===== src/rtl/vhba_pkg.sv =====
package vhba_pkg;

    localparam int NUM_STAGES = 30;
    localparam int WORD_W     = 64;
    localparam int NORM_MSB   = 59;
    localparam int ANGLE_W    = 32;

    typedef logic signed [WORD_W-1:0]  vhba_word_t;
    typedef logic signed [ANGLE_W-1:0] vhba_angle_t;

    // Per-request flags that ride along the datapath for the final quadrant mapping
    typedef struct packed {
        logic vert;
        logic dx_neg;
        logic dy_neg;
        logic dy_pos;
    } vhba_side_t;

    // atan(2^-i) in units of 2^-32 turn, rounded to nearest
    localparam logic [ANGLE_W-1:0] ATAN_TURN [NUM_STAGES] = '{
        32'h20000000, 32'h12E4051E, 32'h09FB385B, 32'h051111D4, 32'h028B0D43,
        32'h0145D7E1, 32'h00A2F61E, 32'h00517C55, 32'h0028BE53, 32'h00145F2F,
        32'h000A2F98, 32'h000517CC, 32'h00028BE6, 32'h000145F3, 32'h0000A2FA,
        32'h0000517D, 32'h000028BE, 32'h0000145F, 32'h00000A30, 32'h00000518,
        32'h0000028C, 32'h00000146, 32'h000000A3, 32'h00000051, 32'h00000029,
        32'h00000014, 32'h0000000A, 32'h00000005, 32'h00000003, 32'h00000001
    };

endpackage


===== src/rtl/vhba_cordic_stage.sv =====
module vhba_cordic_stage #(
    parameter int IDX = 0
) (
    input  logic                  clk,
    input  logic                  rst_n,
    input  logic                  en,
    input  logic                  in_valid,
    input  vhba_pkg::vhba_word_t  in_x,
    input  vhba_pkg::vhba_word_t  in_y,
    input  vhba_pkg::vhba_angle_t in_z,
    input  vhba_pkg::vhba_side_t  in_side,
    output logic                  out_valid,
    output vhba_pkg::vhba_word_t  out_x,
    output vhba_pkg::vhba_word_t  out_y,
    output vhba_pkg::vhba_angle_t out_z,
    output vhba_pkg::vhba_side_t  out_side
);
    import vhba_pkg::*;

    localparam vhba_angle_t STEP_ANGLE = vhba_angle_t'(ATAN_TURN[IDX]);

    vhba_word_t  x_sh;
    vhba_word_t  y_sh;
    logic        valid_reg;
    vhba_word_t  x_reg;
    vhba_word_t  x_next;
    vhba_word_t  y_reg;
    vhba_word_t  y_next;
    vhba_angle_t z_reg;
    vhba_angle_t z_next;
    vhba_side_t  side_reg;

    // rotate toward y = 0; arithmetic shifts floor
    always_comb
    begin
        x_sh = in_x >>> IDX;
        y_sh = in_y >>> IDX;
        if (!in_y[WORD_W-1])
        begin
            x_next = in_x + y_sh;
            y_next = in_y - x_sh;
            z_next = in_z + STEP_ANGLE;
        end
        else
        begin
            x_next = in_x - y_sh;
            y_next = in_y + x_sh;
            z_next = in_z - STEP_ANGLE;
        end
    end

    always_ff @(posedge clk or negedge rst_n)
    begin
        if (!rst_n)
        begin
            valid_reg <= 1'b0;
        end
        else if (en)
        begin
            valid_reg <= in_valid;
        end
    end

    always_ff @(posedge clk)
    begin
        if (en)
        begin
            x_reg    <= x_next;
            y_reg    <= y_next;
            z_reg    <= z_next;
            side_reg <= in_side;
        end
    end

    assign out_valid = valid_reg;
    assign out_x     = x_reg;
    assign out_y     = y_reg;
    assign out_z     = z_reg;
    assign out_side  = side_reg;

endmodule


===== config.mk =====
export PLATFORM = sky130hd
export DESIGN_NAME = vhba_cordic_stage
export DESIGN_NICKNAME = d
export VERILOG_FILES = /design/src/rtl/vhba_pkg.sv /design/src/rtl/vhba_cordic_stage.sv
export SDC_FILE = /design/constraint.sdc
export NUM_CORES = 1
export LEC_CHECK = 0
export BUFFER_PORTS_ARGS = -buffer_cell sky130_fd_sc_hd__buf_2
export CAP_MARGIN = 20
export CORE_AREA = 2 2 197 199
export CTS_BUF_LIST = sky130_fd_sc_hd__clkbuf_4 sky130_fd_sc_hd__clkbuf_8 sky130_fd_sc_hd__clkbuf_16
export CTS_CLUSTER_SIZE = 20
export DETAILED_ROUTE_END_ITERATION = 8
export DIE_AREA = 0 0 199 201
export PLACE_DENSITY = 0.66
export SETUP_SLACK_MARGIN = 0.4
export SLEW_MARGIN = 20
export SYNTH_ARGS = -nofsm -noshare
export SYNTH_HDL_FRONTEND = slang
export SYNTH_SLANG_ARGS = --single-unit
export TNS_END_PERCENT = 30

===== constraint.sdc =====
create_clock -name clk -period 1.92 [get_ports clk]
set_input_delay 0.192 -clock clk [delete_from_list [all_inputs] [get_ports clk]]
set_output_delay 0.192 -clock clk [all_outputs]
set_load 0.02 [all_outputs]

Word level (Yosys, flattened, before mapping)
Cells that the tools add are included.
- input port bits: 168
- word-level logic and storage cells: 16
- register bits after elaboration: 165
- muxes and demuxes: 3
- add/sub/neg operators: 5
- operators by type and width (cell ; number):
    64-bit two-way mux ; 2
    64-bit subtractor ; 2
    64-bit adder ; 1
    32-bit by 31-bit adder with 32-bit output (second input constant) ; 1
    32-bit two-way mux ; 1
    32-bit by 31-bit subtractor with 32-bit output (second input constant) ; 1

Logic depth before layout (Yosys ltp)
- depth in word-level cells: 2
- mapped depth: 15
- mapped depth without buffers: 14

Worst setup path before layout
Ideal clock, no wire load.
- path kind: input to register
- start: input in_y[0]
- end: register y_reg[56] (netlist: out_y[56]) (data pin)
- stages: 14
- buffers on the path: 0
- arrival time: 3164 ps
- setup slack: -1510 ps
- path through: inv_1 > ha_1 > fa_1 > nor2b_4 > o2111ai_2 > a311oi_2 > o2111ai_1 > and2_4 > o31ai_4 > a31oi_1 > o31a_1 > a31o_1 > a311o_1 > xnor2_1
- word-level cells in the longest chain between the ends: 2
- elaborated cells on any way between the ends: 3
- classes of those cells: 2 x add/sub; 1 x mux
- RTL lines (element ; RTL line ; RTL):
    start, declared ; vhba_cordic_stage.sv:9 ; input vhba_pkg::vhba_word_t in_y,
    64-bit subtractor or 64-bit adder (tied branches) ; vhba_cordic_stage.sv:41, vhba_cordic_stage.sv:47 ;
    64-bit two-way mux * ; vhba_cordic_stage.sv:38 ; if (!in_y[WORD_W-1])
    named net y_next[56] ; vhba_cordic_stage.sv:28 ; vhba_word_t y_next;
    end signal, assigned ; vhba_cordic_stage.sv:69 ; y_reg <= y_next;
    end, declared ; vhba_cordic_stage.sv:27 ; vhba_word_t y_reg;
The timed path passes the listed nets; every way through them passes the cells marked *.
A chain may end at the register's enable or synchronous reset.

Worst setup path after layout
- start: input in_y[3]
- end: register y_reg[63] (netlist: out_y[63]) (data pin)
Same word-level chain as after synthesis.

==> run summary <==
Filler cells = 2778
Most frequent cells in the layout = buf_4 (808), buf_2 (313), a21oi_1 (230), inv_1 (172), edfxtp_1 (163)
Worst Min Path Start = in_x[63]
FF+latch area = 4920 um2
Highest clock rate = 0.3187 GHz
Final worst-path setup slack = -1.218 ns
Row Count = 72
Max VDD drop = 0.7253 mV
Slew HR = 0.3654
Worst Setup End Kind = flip-flop
Hold_ws = 0.04282 ns
Post-synthesis sequential area ratio = 0.2912
Vias in the first global route = 21177
Placer Congestion = 1.081
First-pass GRT wire length = 118800 um
R2R cell count = 1
Multi-input logic area = 12850 um2
Largest net degree at the start of global routing = 62
Final #Nets = 3547
CP max FO = 4
Total CTS buffers = 17
Primary FF master, synth = edfxtp_1
Leak = 13.28 nW
Failing checks = setup timing
Final Instance Area = 28840 um2
Antenna violations before repair = 2
Status = finished with violations
Fin. max-slew vios = 0
Post-Synth Adder-Cell Area = 0.1454
Slew @ Worst Pin = 0.9279 ns
Crit path launch type = input port
H-tree levels = 4
DIE HEIGHT = 201 um
Setup slack, reg-to-reg = 1.15 ns
# diodes = 0
CP Class = input port to flip-flop
Full die area = 40000 um2
RSZ-0062 raised after global routing = true
Worst-Skew Late Latency = 0.48 ns
DIE WIDTH = 199 um
Vias per cell = 5.728
Core area = 38110 um2
CTS tree = yes
Compound-Gate Fraction of Synth Area = 0.2723
Fin. Hold Viols = 0
Leading cell type in the layout, fill and taps excluded = buf_4
Cells after synthesis = 2031
Post-synthesis async set-or-reset flop share = 0.006098
CTS max path bufs = 2
Root buf cell = clkbuf_16
Worst Hold Path Cells = 2
Syn-to-layout area delta = 70.67%
Critical Path RT = 2.15 ns
Via count = 21287
Worst setup skew after layout = 0 ns
Post-synthesis cell area = 16900 um2
Final Setup Violations = 113
Synth warn = 0
DP Area = 25760 um2
Post-synth EDFFs = 163
Worst hold path type = input port to flip-flop
Aggregate global-route resource usage = 0.3880
Total power = 18.10 mW
Finished Core Util = 0.7568
Synth Area in Simple Gates = 0.1385
Clk sink count = 164
Pwr Density = 627.6 nW/um2
Initial Util = 0.4434
Post-route setup TNS = -78.61 ns
Mux contribution to synthesized area = 0.01799
Reg2Reg Launch Point = out_valid
Routed len/inst = 21.66 um
Initial detailed-routing violation count = 1638
Post-synthesis xor/xnor area fraction = 0.06531
DP HPWL = 63010 um
Largest family of logic cells by synthesized area = compound AO/OA/AOI/OAI gates
Yosys cell types = 87
Synthesized flop and latch total = 164
Max-Cap Viols = 0
Register clock-pin slew on the reported worst setup and hold paths = 0.08 ns
Final worst-path cycle share = 1.634
Post-layout min period = 3.138 ns
Critical Path AT = 3.37 ns
Ratio of cells with drive above 1 in the final layout = 0.4862
Reg-to-reg endpoint = out_valid
Grt total ovfl = 0
Syn avg cell area = 8.320 um2
I/O pins = 333
PortBufs = 332
DR pass1 iterations = 9
WHS Endpoint = out_y[63]
Detail Route Antenna Nets = 0
# DRC = 0
Final wirelength = 80470 um
Post-synth net total = 2393
## logic make-up (layout without fill, tap and decap cells)
| group | Yosys count | in the layout |
|---|---|---|
| buffers and inverters | 304 | 1471 |
| multiplexers | 30 | 30 |
| AND/OR/NAND/NOR | 483 | 483 |
| XOR/XNOR | 126 | 126 |
| AO/OA/AOI/OAI | 730 | 730 |
| adder cells (fa/ha/maj) | 194 | 194 |
| flip-flops | 164 | 164 |
## Yosys cell counts, types with 14 or more instances
library cell / count / area share
buf_1: 16 / 0.0036
a211oi_1: 22 / 0.0098
o21a_1: 14 / 0.0062
nor2b_1: 17 / 0.0063
a21oi_1: 281 / 0.083
clkbuf_1: 65 / 0.014
o21ai_0: 132 / 0.039
nor3_1: 32 / 0.0095
o211ai_1: 21 / 0.0093
a21o_1: 42 / 0.019
edfxtp_1: 163 / 0.29
nand4_1: 46 / 0.017
o21bai_1: 64 / 0.028
xnor2_1: 118 / 0.061
mux2i_1: 27 / 0.016
nand2b_1: 16 / 0.0059
nor4_1: 30 / 0.011
a31oi_1: 14 / 0.0052
nand3_1: 20 / 0.0059
inv_1: 198 / 0.044
ha_1: 190 / 0.14
nor2_1: 157 / 0.035
o31ai_1: 29 / 0.013
nand2_1: 108 / 0.024
## per-layer routing
| layer | routed length, um | global-route usage |
|---|---|---|
| met1 | 31510 | 0.4722 |
| met2 | 37550 | 0.6442 |
| met3 | 6181 | 0.06502 |
| met4 | 5210 | 0.2257 |
| met5 | 27 | 0 |
## through the flow
stage / worst slack, ns / std cells
6_report: -1.218 / 3716
2_1_floorplan: -1.246 / 2031
4_1_cts: -1.097 / 3695
3_5_place_dp: -1.867 / 3587
5_1_grt: -1.255 / 3716
3_3_place_gp: -1.891 / 3587
## layout make-up
cell class	instances	area share
Multi-Input combinational cell	1563	0.4457
Timing Repair Buffer	1227	0.3099
Sequential cell	164	0.1706
Inverter	212	0.02976
Tap cell	518	0.02247
Clock buffer	17	0.01475
Clock inverter	15	0.006812
## where the power goes
part           total [mW]  internal (mW)  switching (mW)  leakage, nW
logic                9.47           4.25            5.22         11.4
registers            4.92           4.68           0.239         1.61
clock network        3.71           1.78            1.93        0.301
total                18.1           10.7            7.39         13.3
## worst max-delay path, cell delays in order
cell and delay (ns):
buf_2 0.15, ha_4 0.31, nand4_1 0.18, buf_4 0.20, o221ai_4 0.17, nand4_1 0.19, a21boi_2 0.29, o21ai_2 0.10
o41ai_2 0.30, buf_4 0.19, a21o_1 0.19, o31ai_2 0.13, or4_4 0.44, a22oi_2 0.24, xnor2_1 0.11
## sequential cells by signal (all words and copies together) (netlist names)
| name | count |
|---|---|
| out_z | 32 |
| out_side | 4 |
| out_valid | 1 |
| out_x | 64 |
| out_y | 63 |
## worst max-delay path by stage
stage | from | to | slack (ns) | depth (start not counted)
floorplan | in_y[0] | out_y[56] | -1.25 | 14
global placement | in_y[1] | out_y[63] | -1.89 | 16
detailed placement | in_y[1] | out_y[63] | -1.87 | 16
CTS | in_y[0] | out_y[56] | -1.10 | 16
global route | in_y[3] | out_y[63] | -1.26 | 15
finish | in_y[3] | out_y[63] | -1.22 | 15
## timing repair
item / 4_1_cts / 5_1_grt
gates cloned: 0 / 0
resized for setup: 237 / 147
buffers inserted: 39 / 21
hold buffers: 37 / 0
endpoints found under the hold margin: 36 / 0
pin swaps: 89 / 84
setup endpoints to repair: 118 / 120
Power figures use the tool's default switching activity.
