==> src/rtl/vhba_pkg.sv <==
package vhba_pkg;

    localparam int NUM_STAGES = 30;
    localparam int WORD_W     = 64;
    localparam int NORM_MSB   = 59;
    localparam int ANGLE_W    = 32;

    typedef logic signed [WORD_W-1:0]  vhba_word_t;
    typedef logic signed [ANGLE_W-1:0] vhba_angle_t;

    // Per-request flags that ride along the datapath for the final quadrant mapping
    typedef struct packed {
        logic vert;
        logic dx_neg;
        logic dy_neg;
        logic dy_pos;
    } vhba_side_t;

    // atan(2^-i) in units of 2^-32 turn, rounded to nearest
    localparam logic [ANGLE_W-1:0] ATAN_TURN [NUM_STAGES] = '{
        32'h20000000, 32'h12E4051E, 32'h09FB385B, 32'h051111D4, 32'h028B0D43,
        32'h0145D7E1, 32'h00A2F61E, 32'h00517C55, 32'h0028BE53, 32'h00145F2F,
        32'h000A2F98, 32'h000517CC, 32'h00028BE6, 32'h000145F3, 32'h0000A2FA,
        32'h0000517D, 32'h000028BE, 32'h0000145F, 32'h00000A30, 32'h00000518,
        32'h0000028C, 32'h00000146, 32'h000000A3, 32'h00000051, 32'h00000029,
        32'h00000014, 32'h0000000A, 32'h00000005, 32'h00000003, 32'h00000001
    };

endpackage

==> src/rtl/vhba_prep.sv <==
module vhba_prep #(
    parameter int COORD_WIDTH = 16
) (
    input  logic                          clk,
    input  logic                          rst_n,
    input  logic                          en,
    input  logic                          in_valid,
    input  logic signed [COORD_WIDTH-1:0] from_x,
    input  logic signed [COORD_WIDTH-1:0] from_y,
    input  logic signed [COORD_WIDTH-1:0] to_x,
    input  logic signed [COORD_WIDTH-1:0] to_y,
    output logic                          out_valid,
    output vhba_pkg::vhba_word_t          mag_a,
    output vhba_pkg::vhba_word_t          mag_b,
    output vhba_pkg::vhba_side_t          side
);
    import vhba_pkg::*;

    // place a full-scale magnitude of 2^COORD_WIDTH at bit NORM_MSB
    localparam int BASE = NORM_MSB - COORD_WIDTH;

    logic signed [COORD_WIDTH:0] dx;
    logic signed [COORD_WIDTH:0] dy;
    logic [COORD_WIDTH:0]        ax;
    logic [COORD_WIDTH:0]        ay;
    logic                        valid_reg;
    vhba_word_t                  a_reg;
    vhba_word_t                  a_next;
    vhba_word_t                  b_reg;
    vhba_word_t                  b_next;
    vhba_side_t                  side_reg;
    vhba_side_t                  side_next;

    always_comb
    begin
        dx = (COORD_WIDTH+1)'(to_x) - (COORD_WIDTH+1)'(from_x);
        dy = (COORD_WIDTH+1)'(to_y) - (COORD_WIDTH+1)'(from_y);
        ax = dx[COORD_WIDTH] ? (COORD_WIDTH+1)'(-dx) : (COORD_WIDTH+1)'(dx);
        ay = dy[COORD_WIDTH] ? (COORD_WIDTH+1)'(-dy) : (COORD_WIDTH+1)'(dy);
        a_next = vhba_word_t'(WORD_W'(ax) << BASE);
        b_next = vhba_word_t'(WORD_W'(ay) << BASE);
        side_next.vert   = (dx == '0);
        side_next.dx_neg = dx[COORD_WIDTH];
        side_next.dy_neg = dy[COORD_WIDTH];
        side_next.dy_pos = !dy[COORD_WIDTH] && (dy != '0);
    end

    always_ff @(posedge clk or negedge rst_n)
    begin
        if (!rst_n)
        begin
            valid_reg <= 1'b0;
        end
        else if (en)
        begin
            valid_reg <= in_valid;
        end
    end

    always_ff @(posedge clk)
    begin
        if (en)
        begin
            a_reg    <= a_next;
            b_reg    <= b_next;
            side_reg <= side_next;
        end
    end

    assign out_valid = valid_reg;
    assign mag_a     = a_reg;
    assign mag_b     = b_reg;
    assign side      = side_reg;

endmodule

==> config.mk <==
export PLATFORM = sky130hd
export DESIGN_NAME = vhba_prep
export DESIGN_NICKNAME = d
export VERILOG_FILES = /design/src/rtl/vhba_pkg.sv /design/src/rtl/vhba_prep.sv
export SDC_FILE = /design/constraint.sdc
export NUM_CORES = 1
export LEC_CHECK = 0
export BUFFER_PORTS_ARGS = -buffer_cell sky130_fd_sc_hd__buf_4
export CAP_MARGIN = 20
export CELL_PAD_IN_SITES_DETAIL_PLACEMENT = 0
export CELL_PAD_IN_SITES_GLOBAL_PLACEMENT = 1
export CORE_MARGIN = 5
export CORE_UTILIZATION = 35
export CTS_CLUSTER_SIZE = 24
export DETAILED_ROUTE_END_ITERATION = 10
export PLACE_DENSITY_LB_ADDON = 0.1
export SLEW_MARGIN = 20
export SYNTH_ARGS = -nofsm -noshare
export SYNTH_HDL_FRONTEND = slang
export SYNTH_SLANG_ARGS = --single-unit
==> constraint.sdc <==
create_clock -name clk -period 0.95 [get_ports clk]
set_input_delay 0.19 -clock clk [delete_from_list [all_inputs] [get_ports clk]]
set_output_delay 0.19 -clock clk [all_outputs]
set_load 0.05 [all_outputs]
# After elaboration in Yosys (flattened, before gate mapping)
# Index checks and enable logic that the tools add are counted.
# totals
register_bits,39
inputBits,68
out_inout_bits,133
word_cells,19
# op_classes
add_sub_neg,4
muxes,2
reduce_logical,4
# ops
op,n
$neg A17 Y17,2
$sub A16 B16 Y17,2
$mux W16,2
$logic_not A17 Y1,1
$reduce_bool A17 Y1,1
$logic_and A1 B1 Y1,1
$logic_not A1 Y1,1

# Longest topological paths before layout
# logic_depth
word_depth,3
ltp_mapped,13
ltp_nobuf,13

# Least setup slack after synthesis
# No wires, ideal clock.
# synth_timing
kind,input to register
start,input to_y[0]
end,"register b_reg[59], in the netlist mag_b[59] (data pin)"
setup_ns,0.251
arrival_ns,2.637
required_ns,0.699
path_slack_ns,-1.938
path_stages,13
path_buffers,0
path_cell_list,inv_1 ha_1 fa_1 nand2b_1 a211oi_4 nor4_1 a311oi_2 nand2_1 nor4_2 and3_1 nand3_1 ha_1 nor2_1
# synth_via
elab_chain_cells,2
# synth_rtl
item,line_no,text
"start, declared",vhba_prep.sv:11,"input logic signed [COORD_WIDTH-1:0] to_y,"
$sub A16 B16 Y17 (*),vhba_prep.sv:37,dy = (COORD_WIDTH+1)'(to_y) - (COORD_WIDTH+1)'(from_y);
$neg A17 Y17,vhba_prep.sv:39,ay = dy[COORD_WIDTH] ? (COORD_WIDTH+1)'(-dy) : (COORD_WIDTH+1)'(dy);
"end signal, assigned",vhba_prep.sv:65,b_reg <= b_next;
"end, declared",vhba_prep.sv:29,vhba_word_t b_reg;
# Every way passes the cells marked *; elsewhere a longest branch is shown, timed or not.
# A chain may end at the register's enable or synchronous reset.

# Worst setup path after layout
# layout_timing
start,input to_x[0]
end,"register a_reg[59], in the netlist mag_a[59] (data pin)"
# layout_via
elab_chain_cells,2
# layout_rtl
item,line_no,text
"start, declared",vhba_prep.sv:10,"input logic signed [COORD_WIDTH-1:0] to_x,"
$sub A16 B16 Y17 (*),vhba_prep.sv:36,dx = (COORD_WIDTH+1)'(to_x) - (COORD_WIDTH+1)'(from_x);
$neg A17 Y17,vhba_prep.sv:38,ax = dx[COORD_WIDTH] ? (COORD_WIDTH+1)'(-dx) : (COORD_WIDTH+1)'(dx);
"end signal, assigned",vhba_prep.sv:64,a_reg <= a_next;
"end, declared",vhba_prep.sv:27,vhba_word_t a_reg;
# Marked as above.

==> out/qor.txt <==
outcome - finished with violations
failing checks - negative setup slack
worst reg2reg setup slack - 0.16 ns
Static Leak - 3.42 nW
post-DP HPWL - 9920 µm
Max Fclk - 385 MHz
vias in the first global route - 4271
GPL Wtd Cong - 0.791
crit path kind - input pin to register
warnings from Yosys - 0
DRT met1 WL - 5260 µm
kind of end point of the critical path - register
Synth Flop Type - edfxtp_1
Peak supply drop - 0.781 mV
Worst path most repeated cell - nand4_1
Nets - 865
WL met3 - 918 µm
Max stage delay on crit path - 0.33 ns
core area - 12600 µm²
Final Cell Area - 7330 µm²
Final min period - 2.60 ns
Critical Path AT - 2.64 ns
Critical Path RT - 1.00 ns
Post-Syn Instances - 508
1st-iter DRT viols - 218
post-route ant nets - 0
Fill cells - 1140
final-report max-slew violation count - 0
PortBufs - 106
setup tns final - -57.10 ns
CTS buffer count - 5
Hold Crit Class - input pin to register
Root Buffer Master - clkbuf_16
Area growth syn-to-layout - 63.1%
distinct cell type count of the synthesized netlist - 71
Hold Startpoint - in_valid
final worst slack - -1.65 ns
syn_area_per_cell - 8.85 µm²
total wire length - 12300 µm
Top Layer Used - met4
Reg2Reg Depth - 1
most common cell in the netlist - buf_4
Synth Cell Area - 4500 µm²
GRT overflow - 0
CP Max Fanout - 3
Hold Crit Depth - 2
Fin Hold WS - 0.149 ns
final critical-path share of the clock period - 273%
drt pass-1 iters - 4
initial antenna violation count - 0
CP startpoint kind - input pin
Worst Clk Skew - 0 ns
H-tree depth - 2
Synth top area share - 25.4%
Worst Path Buf+Inv - 2
Slowest cell on crit path - fa_2
first-pass GRT wire length - 19500 µm
Rows - 41
Vias/cell - 4.51
io pins - 201
die area - 15200 µm²
Synth area leaders - edfxtp_1 (25%), buf_4 (16%), ha_1 (10%)
sequential share of the synthesized area - 25.9%
Worst-Skew Late Latency - 0.28 ns
clk sinks - 39
RSZ-0062 raised after global routing - true
die width - 123 µm
largest net degree at the start of global routing - 18
layout cells sized above 1 - 48.0%
gr usage total - 15.7%
Post-synth EDFFs - 38
n_diodes - 0
WL per Instance - 13.3 µm
DR DRC count - 0
Cell Area, Placed - 6370 µm²
PwrDens - 1600 nW/µm²
Vias - 4205
Initial Util - 35.6%
Min-Delay Endpoint - out_valid
hold violation total from the final report - 0
CP top delay family - simple AND/OR/NAND/NOR gates
Post-synth ARST share - 2.56%
cell taking the most area after synthesis - edfxtp_1
RR Startpoint - out_valid
reg-to-reg endpoint - out_valid
CTS Buffer Depth - 2
CTS tree - built
clk slew on worst S/H paths - 0.06 ns
CP cell instances - buf_8 -> inv_8 -> ha_4 -> fa_2 -> and2b_2 -> o2111ai_4 -> nand3b_1 -> xnor2_2 -> nand4_1 -> nor3_2 -> nand4_1 -> nor2_2 -> ha_2 -> and2_4
Synth top cells by count - buf_4 (94), inv_1 (45), nor2_1 (42)
Yosys reg bits - 39
met2 wire length - 6110 µm
Die H - 123 µm
Max Cap Violations - 0
Setup violations, final - 75
## per-stage QoR
| stage | power (W) | util, % | cells | setup slack, ns |
|---|---|---|---|---|
| 2_1_floorplan | 0.00699 | - | 601 | -1.77 |
| 3_3_place_gp | 0.00874 | 50.5 | 903 | -1.99 |
| 3_5_place_dp | 0.00881 | 50.5 | 903 | -2.02 |
| 4_1_cts | 0.0116 | 57.0 | 929 | -1.59 |
| 5_1_grt | 0.0123 | 58.1 | 932 | -1.82 |
| 6_report | 0.0118 | 58.1 | 932 | -1.65 |
## metal layers
metal,track usage [%],up-vias
met5,0,-
met4,2.15,0
met3,2.65,10
met2,27.3,152
met1,20.9,1933
li1,-,2110
## timing repair
item	CTS	global route
hold endpoints to repair	1	0
buffers inserted	14	4
pin swaps	35	15
gates cloned	3	0
resized for setup	102	27
hold buffers	1	0
endpoints found under the setup margin	75	75
## final cells by class
class	count	area, µm²	share of cell area (%)
multi-input combinational	416	3370	46.0
sequential	39	1170	15.9
clock inverter	3	43.8	0.597
timing repair buffer	251	2210	30.1
tap	172	215	2.94
clock buffer	5	125	1.71
inverter	46	200	2.73
## cells in the final DEF (no fill, tap or decap), types with 4 or more instances in the layout
cell and instances:
xnor2_2 9, a21oi_1 12, and3_1 5, nand3_1 9
and2_1 4, buf_4 186, inv_1 36, a21oi_2 8
nor2_1 30, conb_1 94, edfxtp_1 38, nand2b_1 6
o211ai_1 5, nor3_1 7, nor2_4 9, buf_12 4
a31oi_2 4, nor2b_1 4, xor2_1 12, inv_2 4
ha_4 8, buf_6 55, nand2_1 22, nor2_2 4
clkbuf_16 5, o21ai_0 7, ha_1 27, a31oi_4 7
xnor2_1 25, a21o_1 13
## power breakdown
group / switching [W] / internal (W) / total (W)
clock network: 0.000714 / 0.00124 / 0.00195
registers: 0.000190 / 0.00239 / 0.00258
logic: 0.00421 / 0.00301 / 0.00722
total: 0.00511 / 0.00664 / 0.0118
## cells by family (layout without fill, tap and decap cells)
group,after synthesis,count (layout),synth area share [%]
flip-flops,39,39,25.9
XOR/XNOR,47,47,9.16
AND/OR/NAND/NOR,132,132,15.3
other,1,94,0.0834
AO/OA/AOI/OAI,102,102,17.3
buffers and inverters,146,305,20.6
multiplexers,3,3,0.696
adder cells (fa/ha/maj),38,38,10.9
## worst max-delay path by stage
stage | start | endpoint | slack (ns) | depth (start not counted)
3_5_place_dp | from_x[2] | mag_a[59] | -2.02 | 14
4_1_cts | from_x[1] | mag_a[59] | -1.59 | 14
6_report | to_x[0] | mag_a[59] | -1.65 | 14
5_1_grt | to_y[0] | mag_b[59] | -1.82 | 14
3_3_place_gp | from_x[2] | mag_a[59] | -1.99 | 14
2_1_floorplan | to_y[0] | mag_b[59] | -1.77 | 13
Note: power is estimated with default switching activity, not from simulation.
