$ cat config.mk
export PLATFORM = sky130hd
export DESIGN_NAME = vhba_finish
export DESIGN_NICKNAME = d
export VERILOG_FILES = /design/src/rtl/vhba_pkg.sv /design/src/rtl/vhba_finish.sv
export SDC_FILE = /design/constraint.sdc
export NUM_CORES = 1
export LEC_CHECK = 0
export BUFFER_PORTS_ARGS = -buffer_cell sky130_fd_sc_hd__buf_2
export CORE_UTILIZATION = 52
export CTS_CLUSTER_DIAMETER = 100
export DETAILED_ROUTE_END_ITERATION = 16
export PLACE_DENSITY = 0.79
export SYNTH_ARGS = -nofsm -noshare
export SYNTH_HDL_FRONTEND = slang
export SYNTH_SLANG_ARGS = --single-unit
$ cat constraint.sdc
create_clock -name clk -period 1.9 [get_ports clk]
set_clock_uncertainty 0.05 [all_clocks]
set_input_delay 0.285 -clock clk [delete_from_list [all_inputs] [get_ports clk]]
set_output_delay 0.285 -clock clk [all_outputs]
set_load 0.02 [all_outputs]
$ cat src/rtl/vhba_pkg.sv
package vhba_pkg;

    localparam int NUM_STAGES = 30;
    localparam int WORD_W     = 64;
    localparam int NORM_MSB   = 59;
    localparam int ANGLE_W    = 32;

    typedef logic signed [WORD_W-1:0]  vhba_word_t;
    typedef logic signed [ANGLE_W-1:0] vhba_angle_t;

    // Per-request flags that ride along the datapath for the final quadrant mapping
    typedef struct packed {
        logic vert;
        logic dx_neg;
        logic dy_neg;
        logic dy_pos;
    } vhba_side_t;

    // atan(2^-i) in units of 2^-32 turn, rounded to nearest
    localparam logic [ANGLE_W-1:0] ATAN_TURN [NUM_STAGES] = '{
        32'h20000000, 32'h12E4051E, 32'h09FB385B, 32'h051111D4, 32'h028B0D43,
        32'h0145D7E1, 32'h00A2F61E, 32'h00517C55, 32'h0028BE53, 32'h00145F2F,
        32'h000A2F98, 32'h000517CC, 32'h00028BE6, 32'h000145F3, 32'h0000A2FA,
        32'h0000517D, 32'h000028BE, 32'h0000145F, 32'h00000A30, 32'h00000518,
        32'h0000028C, 32'h00000146, 32'h000000A3, 32'h00000051, 32'h00000029,
        32'h00000014, 32'h0000000A, 32'h00000005, 32'h00000003, 32'h00000001
    };

endpackage

$ cat src/rtl/vhba_finish.sv
module vhba_finish #(
    parameter int FRACTION_BITS = 8
) (
    input  logic                  clk,
    input  logic                  rst_n,
    input  logic                  en,
    input  logic                  in_valid,
    input  vhba_pkg::vhba_angle_t in_z,
    input  vhba_pkg::vhba_side_t  in_side,
    output logic                  out_valid,
    output logic [15:0]           heading
);
    import vhba_pkg::*;

    localparam int HW = 8 + FRACTION_BITS;
    localparam logic [ANGLE_W:0]   RND_BIAS  = (ANGLE_W+1)'(1) << (23 - FRACTION_BITS);
    localparam logic [ANGLE_W-1:0] HALF_TURN = 32'h80000000;
    localparam logic [ANGLE_W-2:0] QUARTER   = (ANGLE_W-1)'(1) << (ANGLE_W - 2);
    localparam logic [HW-1:0]      HEAD_UP   = HW'(64) << FRACTION_BITS;
    localparam logic [HW-1:0]      HEAD_DOWN = HW'(192) << FRACTION_BITS;

    logic [ANGLE_W-2:0] phi;
    logic [ANGLE_W:0]   rnd_sum;
    logic [HW-1:0]      rnd_head;
    logic               mid_valid_reg;
    logic [ANGLE_W-1:0] ang_reg;
    logic [ANGLE_W-1:0] ang_next;
    vhba_side_t         side_reg;
    logic               valid_reg;
    logic [15:0]        head_reg;
    logic [15:0]        head_next;

    // clamp to a quarter turn, then map into the right quadrant
    always_comb
    begin
        if (in_z[ANGLE_W-1])
        begin
            phi = '0;
        end
        else if (in_z > vhba_angle_t'(QUARTER))
        begin
            phi = QUARTER;
        end
        else
        begin
            phi = in_z[ANGLE_W-2:0];
        end

        if (!in_side.dx_neg && in_side.dy_neg)
        begin
            ang_next = ANGLE_W'(phi);
        end
        else if (in_side.dx_neg && in_side.dy_neg)
        begin
            ang_next = HALF_TURN - ANGLE_W'(phi);
        end
        else if (in_side.dx_neg)
        begin
            ang_next = HALF_TURN + ANGLE_W'(phi);
        end
        else
        begin
            ang_next = '0 - ANGLE_W'(phi);
        end
    end

    // round half up, wrap at one turn; a vertical vector takes the fixed up or down heading
    always_comb
    begin
        rnd_sum  = {1'b0, ang_reg} + RND_BIAS;
        rnd_head = HW'(rnd_sum >> (24 - FRACTION_BITS));
        if (side_reg.vert)
        begin
            head_next = 16'(side_reg.dy_pos ? HEAD_DOWN : HEAD_UP);
        end
        else
        begin
            head_next = 16'(rnd_head);
        end
    end

    always_ff @(posedge clk or negedge rst_n)
    begin
        if (!rst_n)
        begin
            mid_valid_reg <= 1'b0;
            valid_reg     <= 1'b0;
        end
        else if (en)
        begin
            mid_valid_reg <= in_valid;
            valid_reg     <= mid_valid_reg;
        end
    end

    always_ff @(posedge clk)
    begin
        if (en)
        begin
            ang_reg  <= ang_next;
            side_reg <= in_side;
            head_reg <= head_next;
        end
    end

    assign out_valid = valid_reg;
    assign heading   = head_reg;

endmodule

# Yosys cells after proc, flatten, opt, wreduce, memory -nomap -nowiden
# Cells that the tools add are included.
# op_classes
add_sub_neg	4
n_lt_le_gt_ge	1
mux	7
reduce_logical	3
# op_table
cell	n
31-bit two-way mux	3
32-bit two-way mux	2
32-bit by 16-bit adder with 32-bit output (second input constant)	1
32-bit by 31-bit adder with 32-bit output (first input constant)	1
32-bit greater-than comparator (second input constant)	1
16-bit two-way mux	2
1-bit by 31-bit subtractor with 32-bit output (first input constant)	1
32-bit by 31-bit subtractor with 32-bit output (first input constant)	1
1-bit logical AND	2
1-bit logical NOT	1
# word_totals
ff_bits	52
in_bits	40
output_inout_bits	17
elab_cells	22

# Longest topological paths before layout
# Gate-level depths: netlist of run 1.
# logic_depth
depth_word	7
depth_mapped	6
depth_no_buf	6

# Worst setup path before layout of run 1
# OpenSTA, ideal clock, no wires.
# synth_timing
path_kind	input port to flip-flop
startpoint	input in_z[5]
endpoint	register ang_reg[22], data pin
setup_ps	274
t_arrival_ps	1917
required_ps	1576
path_slack_ps	-342
cell_stages	6
n_path_buf	1
path_cell_list	or4_4 > or4_1 > buf_4 > o41ai_1 > xor2_1 > nor3_2
# synth_via
elab_chain_cells	7
word_cells_on_any_way	9
classes_between	add/sub (3); order compare (1); mux (5)
# synth_rtl
item	line_no	rtl
start, declared	vhba_finish.sv:8	input vhba_pkg::vhba_angle_t in_z,
32-bit greater-than comparator	vhba_finish.sv:40	else if (in_z > vhba_angle_t'(QUARTER))
31-bit two-way mux *	vhba_finish.sv:40	
31-bit two-way mux *	vhba_finish.sv:36	if (in_z[ANGLE_W-1])
32-bit by 31-bit adder with 32-bit output / 1-bit by 31-bit subtractor with 32-bit output (equally long branches)	vhba_finish.sv:59, vhba_finish.sv:63	
32-bit two-way mux	vhba_finish.sv:57	else if (in_side.dx_neg)
32-bit two-way mux	vhba_finish.sv:53	else if (in_side.dx_neg && in_side.dy_neg)
31-bit two-way mux *	vhba_finish.sv:49	if (!in_side.dx_neg && in_side.dy_neg)
net ang_next[22]	vhba_finish.sv:27	logic [ANGLE_W-1:0] ang_next;
end signal, assigned	vhba_finish.sv:100	ang_reg <= ang_next;
end, declared	vhba_finish.sv:26	logic [ANGLE_W-1:0] ang_reg;
# The timed path passes the listed nets; every way through them passes the cells marked *.
# A chain may end at the register's enable or synchronous reset.

# Worst setup path in the final report of run 1
# Same ends and word-level chain as after synthesis.

==> results of run 1 <==
repair_timing:
action	in CTS	in global routing
resized for setup	8	5
cloned	0	1
hold buffers	1	0
hold endpoints to repair	2	0
endpoints found under the setup margin	16	18
pin swaps	4	2
setup buffers	1	0
cells by family (layout without fill, tap and decap cells):
logic type,count (synthesis),count (layout)
and+or+nand+nor,73,74
DFF,37,37
AOI/OAI and AO/OA,27,27
xor gates and xnor gates,27,27
buffers and inverters,13,103
muxes,4,4
adders and majority gates,1,1
layer usage:
metal,share of wire (%),up-vias
met4,2.7,0
met1,39,780
met3,5.0,10
met2,54,63
li1,-,877
met5,0,-
through the flow:
| stage | std cells | cell area, µm² | total power, W | worst slack, ps | setup TNS (ps) |
|---|---|---|---|---|---|
| 4_1_cts | 320 | 2920 | 0.00194 | -115 | -943 |
| 6_report | 321 | 2950 | 0.00194 | -130 | -987 |
| 5_1_grt | 321 | 2950 | 0.00202 | -178 | -1960 |
| 2_1_floorplan | 182 | 2190 | 0.00124 | -276 | -4010 |
| 3_3_place_gp | 310 | 2770 | 0.00140 | -383 | -5500 |
| 3_5_place_dp | 310 | 2770 | 0.00142 | -422 | -6200 |
power breakdown:
part           internal, W  switching, W
Combinational     0.000194      0.000224
Sequential        0.000974     0.0000353
Clock             0.000260      0.000247
Total              0.00143      0.000507
critical path, cell delays in order:
cell,delay (ps)
buf_6,90
or4_4,540
or4_4,510
o41ai_2,270
xor2_1,270
nor3_4,50
Yosys cell counts (2+ instances only):
cell type and number:
nand4_1 4, o31ai_1 6, dfrtp_1 2, xnor2_1 5, or3_2 2, and3_1 3, mux2i_1 2, nand2_1 6
inv_1 5, a21oi_1 4, edfxtp_1 35, and4_1 4, nor3_2 10, mux2_2 2, xor2_1 22, or3_4 2
clkbuf_1 6, nor4_1 2, o21ai_0 6, o41ai_2 2, nand3_1 8, a211oi_1 2, nor2_1 17, nor3_1 4
o41ai_1 2, or4_1 3
area by class of cell:
type                    instances  area, µm²  share of cell area [%]
well taps                      48       60.1                    2.04
flip-flops and latches         37       1100                    37.3
clock buffers                   8       80.1                    2.72
repair buffers                 90        592                    20.1
multi-input cells             133       1100                    37.2
inverters                       5       18.8                   0.636
worst paths after layout:
kind / from / end / cells past startpoint
max: in_z[5] / ang_reg[22] / 6
min: in_side[0] / side_reg[0] / 1
max reg2reg: ang_reg[19] / heading[14] / 4
min reg2reg: out_valid / out_valid / 1
max in group asynchronous: rst_n / out_valid / 2
min in group asynchronous: rst_n / mid_valid_reg / 2
==> metrics.csv, run 1 <==
stage,metric,value,unit
logic_synthesis,sequential area share after synthesis,51.6,%
run,max-cap viol count,0,
timing,endpoints failing hold,0,
floorplan,Die Ht,66.1,µm
critical_path,CP Launch Type,primary input,
timing,min Tclk post-route,2030,ps
grt,grt total ovfl,0,
layout,final core occ,77.6,%
logic_synthesis,ys flop type,edfxtp_1,
routing,1st-iter DRT viols,156,
grt,met3 GRT Util,5.34,%
timing,fmax,0.493,GHz
clock_tree,CTS tree,yes,
placement,PortBufs,56,
timing,worst hold slack,118,ps
critical_path,critical path capture point type,flip-flop,
grt,antenna violations before repair,0,
routing,WL/cell,13.3,µm
routing,final wirelength,4.27,mm
grt,vias in the first global route,1587,
placement,GP Congestion,0.832,
logic_synthesis,Post-Synth Simple-Gate Area,22.3,%
placement,Final HPWL DP,3.22,mm
logic_synthesis,Yosys top cell by area,edfxtp_1,
routing,via count,1730,
hold_path,Hold Path Class,primary input to flip-flop,
floorplan,DIE AREA,0.00436,mm²
timing,Final Max Tran Viols,0,
logic_synthesis,largest family of logic cells by synthesized area,simple AND/OR/NAND/NOR gates,
routing,vias per cell,5.39,
critical_path,Crit Path Max Fanout,5,
timing,Final WS setup,-130,ps
logic_synthesis,post-synth top area share,49.3,%
logic_synthesis,XOR/XNOR Fraction of Synth Area,11.1,%
clock_tree,Clock H-tree levels,2,
clock_tree,Worst-Skew Late Latency,290,ps
pwr,pwr dens,656,mW/mm²
layout,layout cells sized above 1,48.4,%
layout,antenna diode count,0,
grt,first-pass GRT wire length,6.90,mm
clock_tree,TritonCTS buffer count,5,
floorplan,initial core utilization,56.2,%
floorplan,Die W,66.1,µm
critical_path,Worst R2R Setup Slack,80,ps
floorplan,Site Rows,22,
floorplan,core box area,0.00380,mm²
timing,RSZ-0062 raised after global routing,true,
grt,busiest layer in global routing,met2,
logic_synthesis,synth warn,0,
logic_synthesis,Compound-Gate Fraction of Synth Area,9.62,%
timing,Final setup violation count,15,
floorplan,IO Pins,57,
logic_synthesis,"Async S/R FF share, synth",5.41,%
logic_synthesis,synth top area cells,"edfxtp_1, xor2_1, nor3_2",
layout,Fillers,264,
critical_path,CP required,1880,ps
grt,GRT Overall Usage,21.5,%
layout,number of flip-flops in the largest register,17,
routing,DRT Pass-1 Iters,4,
critical_path,crit path kind,primary input to flip-flop,
run_status,outcome,"complete, but fails checks",
timing,Slew @ Worst Pin,488,ps
run_status,failing checks,setup timing,
pwr,Max rail drop VDD,325,µV
clock_tree,CTS max path bufs,2,
logic_synthesis,mux cell area share after synthesis,1.99,%
logic_synthesis,Mapped Nets,223,
logic_synthesis,synth unique cells,42,
routing,Routed Antenna Nets,0,
logic_synthesis,Post-Syn Area,0.00213,mm²
clock_tree,clock net sink count,37,
grt,met2 Use GR,37.1,%
grt,largest net degree at the start of global routing,22,
layout,most frequent cells in the layout,"buf_2, edfxtp_1, buf_4",
logic_synthesis,Synth Area in Adders,0.587,%
layout,Final Net Count,313,
logic_synthesis,"FF+latch count, synth",37,
pwr,P_leak,1.19,nW
layout,Layout area overhead,38.2,%
layout,"most common cell after layout, fill and taps aside",buf_2,
clock_tree,CTS root buffer,clkbuf_8,
logic_synthesis,Mapped Cells,182,
clock_tree,clock transition at the registers of the reported paths,70,ps
logic_synthesis,syn_area_per_cell,11.7,µm²
logic_synthesis,number of enable flip-flop cells after synthesis,35,
timing,Rel. slew slack,67.4,%
timing,fin crit share,107,%
grt,GR Util met1,23.4,%
critical_path,CP Data Arrival Time,2010,ps
routing,DRC violation count after routing,0,
(Power assumes the default switching activity.)
==> run 2: changes to the inputs <==
--- a/config.mk
+++ b/config.mk
@@ -6,10 +6,9 @@
 export NUM_CORES = 1
 export LEC_CHECK = 0
 export BUFFER_PORTS_ARGS = -buffer_cell sky130_fd_sc_hd__buf_2
-export CORE_UTILIZATION = 52
+export CORE_UTILIZATION = 40
 export CTS_CLUSTER_DIAMETER = 100
 export DETAILED_ROUTE_END_ITERATION = 16
-export PLACE_DENSITY = 0.79
 export SYNTH_ARGS = -nofsm -noshare
 export SYNTH_HDL_FRONTEND = slang
 export SYNTH_SLANG_ARGS = --single-unit
==> metrics.csv, run 2 (same netlist as run 1, synthesis figures left out) <==
stage,metric,value,unit
floorplan,core box area,0.00511,mm²
routing,DRT Pass-1 Iters,4,
layout,layout cells sized above 1,49.3,%
grt,GRT Overall Usage,14.5,%
layout,number of flip-flops in the largest register,17,
run_status,failing checks,setup timing,
layout,"Cell Count, Final, Fillers Out",340,
layout,final core occ,57.6,%
placement,Final HPWL DP,2.90,mm
routing,final wirelength,3.73,mm
critical_path,crit path kind,primary input to flip-flop,
clock_tree,clock net sink count,37,
clock_tree,Clock H-tree levels,2,
routing,WL/cell,11.0,µm
critical_path,FF-to-FF Start,ang_reg[19],
clock_tree,CTS tree,yes,
timing,endpoints failing hold,0,
critical_path,CP startpoint,in_z[22],
placement,PortBufs,56,
timing,Final Max Tran Viols,0,
clock_tree,postcts setup bufs,0,
grt,vias in the first global route,1424,
timing,Final WS setup,-78.5,ps
layout,Sequential cell area,0.00110,mm²
placement,Placed Area,0.00277,mm²
grt,first-pass GRT wire length,6.15,mm
grt,antenna violations before repair,0,
layout,"most common cell after layout, fill and taps aside",buf_2,
timing,Final setup violation count,13,
run,max-cap viol count,0,
placement,Post-Place Worst Slack,-400,ps
floorplan,Die W,75.0,µm
layout,Fillers,466,
floorplan,initial core utilization,41.8,%
timing,RSZ-0062 raised after global routing,true,
timing,Rel. slew slack,65.0,%
clock_tree,CTS max path bufs,2,
critical_path,critical path capture point type,flip-flop,
floorplan,IO Pins,57,
hold_path,Hold Path Class,primary input to flip-flop,
placement,GP Congestion,0.737,
routing,vias per cell,4.76,
floorplan,Die Ht,75.0,µm
grt,grt total ovfl,0,
hold_path,Hold Startpoint,in_side[3],
critical_path,CP required,1880,ps
layout,final instance area,0.00294,mm²
floorplan,Site Rows,26,
clock_tree,CTS root buffer,clkbuf_8,
layout,area of the multi-input gates,0.00109,mm²
timing,total negative slack,-483,ps
floorplan,DIE AREA,0.00563,mm²
timing,min Tclk post-route,1980,ps
clock_tree,Worst-Skew Late Latency,280,ps
timing,Slew @ Worst Pin,523,ps
timing,fmax,0.505,GHz
layout,Final Net Count,310,
routing,via count,1619,
pwr,Max rail drop VDD,276,µV
critical_path,CP Launch Type,primary input,
layout,most frequent cells in the layout,"buf_2, edfxtp_1, buf_4",
pwr,pwr dens,648,mW/mm²
timing,fin crit share,104,%
clock_tree,clock transition at the registers of the reported paths,70,ps
routing,DRC violation count after routing,0,
critical_path,Crit Path Max Fanout,5,
layout,Layout area overhead,37.8,%
placement,cell total after placement,330,
routing,Routed Antenna Nets,0,
clock_tree,TritonCTS buffer count,5,
pwr,P_leak,1.16,nW
routing,1st-iter DRT viols,57,
layout,antenna diode count,0,
critical_path,CP Data Arrival Time,1960,ps
grt,largest net degree at the start of global routing,21,
run_status,outcome,"complete, but fails checks",
run 2: changes by cell type in the layout (fill, tap and decap cells not counted), sizes merged:
cell,previous run,this run
clkbuf,8,5
buf,89,86
clkinv,0,3
run 2: final timing paths:
path | end | slack [ps] | cells after the start
worst max-delay path | ang_reg[31] | -80 | 7
worst min-delay path | side_reg[3] | 130 | 1
worst max register to register | heading[14] | 170 | 4
worst min register to register | out_valid | 450 | 1
max in group asynchronous | mid_valid_reg | 1450 | 2
min in group asynchronous | out_valid | 260 | 2
run 2: what timing repair did:
action / 4_1_cts / 5_1_grt
cloned: 1 / 0
hold buffers: 1 / 0
endpoints found under the setup margin: 15 / 16
pin swaps: 4 / 1
endpoints found under the hold margin: 2 / 0
resized for setup: 8 / 5
run 2: cell type report:
cell class,count,share of cell area (%)
inverters,5,0.638
clock buffers,5,2.34
multi-input cells,133,37.1
well taps,70,2.98
repair buffers,87,19.0
clock inverters,3,0.426
flip-flops and latches,37,37.4
run 2: worst max-delay path, cell delays in order:
cell,delay [ps]
buf_6,90
or4_1,500
or3_4,360
nor4b_4,280
buf_4,200
a41oi_2,100
mux2i_1,150
run 2: layer usage:
| layer | part of all wire (%) | GRT usage (%) | vias up | wire [µm] |
|---|---|---|---|---|
| li1 | - | - | 866 | - |
| met1 | 45 | 17.2 | 692 | 1680 |
| met2 | 49 | 25.5 | 55 | 1820 |
| met3 | 4.4 | 2.81 | 6 | 163 |
| met4 | 1.5 | 6.29 | 0 | 57 |
| met5 | 0 | 0 | - | 0 |
run 2: per-stage QoR:
step           total power [W]  hold WS [ps]
2_1_floorplan          0.00124         -60.6
3_3_place_gp           0.00141          20.9
3_5_place_dp           0.00141          22.5
4_1_cts                0.00192           114
5_1_grt                0.00200           118
6_report               0.00190           126
run 2: power by group:
part	switching [W]	internal, W	leakage, nW
sequential	0.0000308	0.000974	0.369
clock	0.000244	0.000246	0.0430
combinational	0.000216	0.000193	0.743
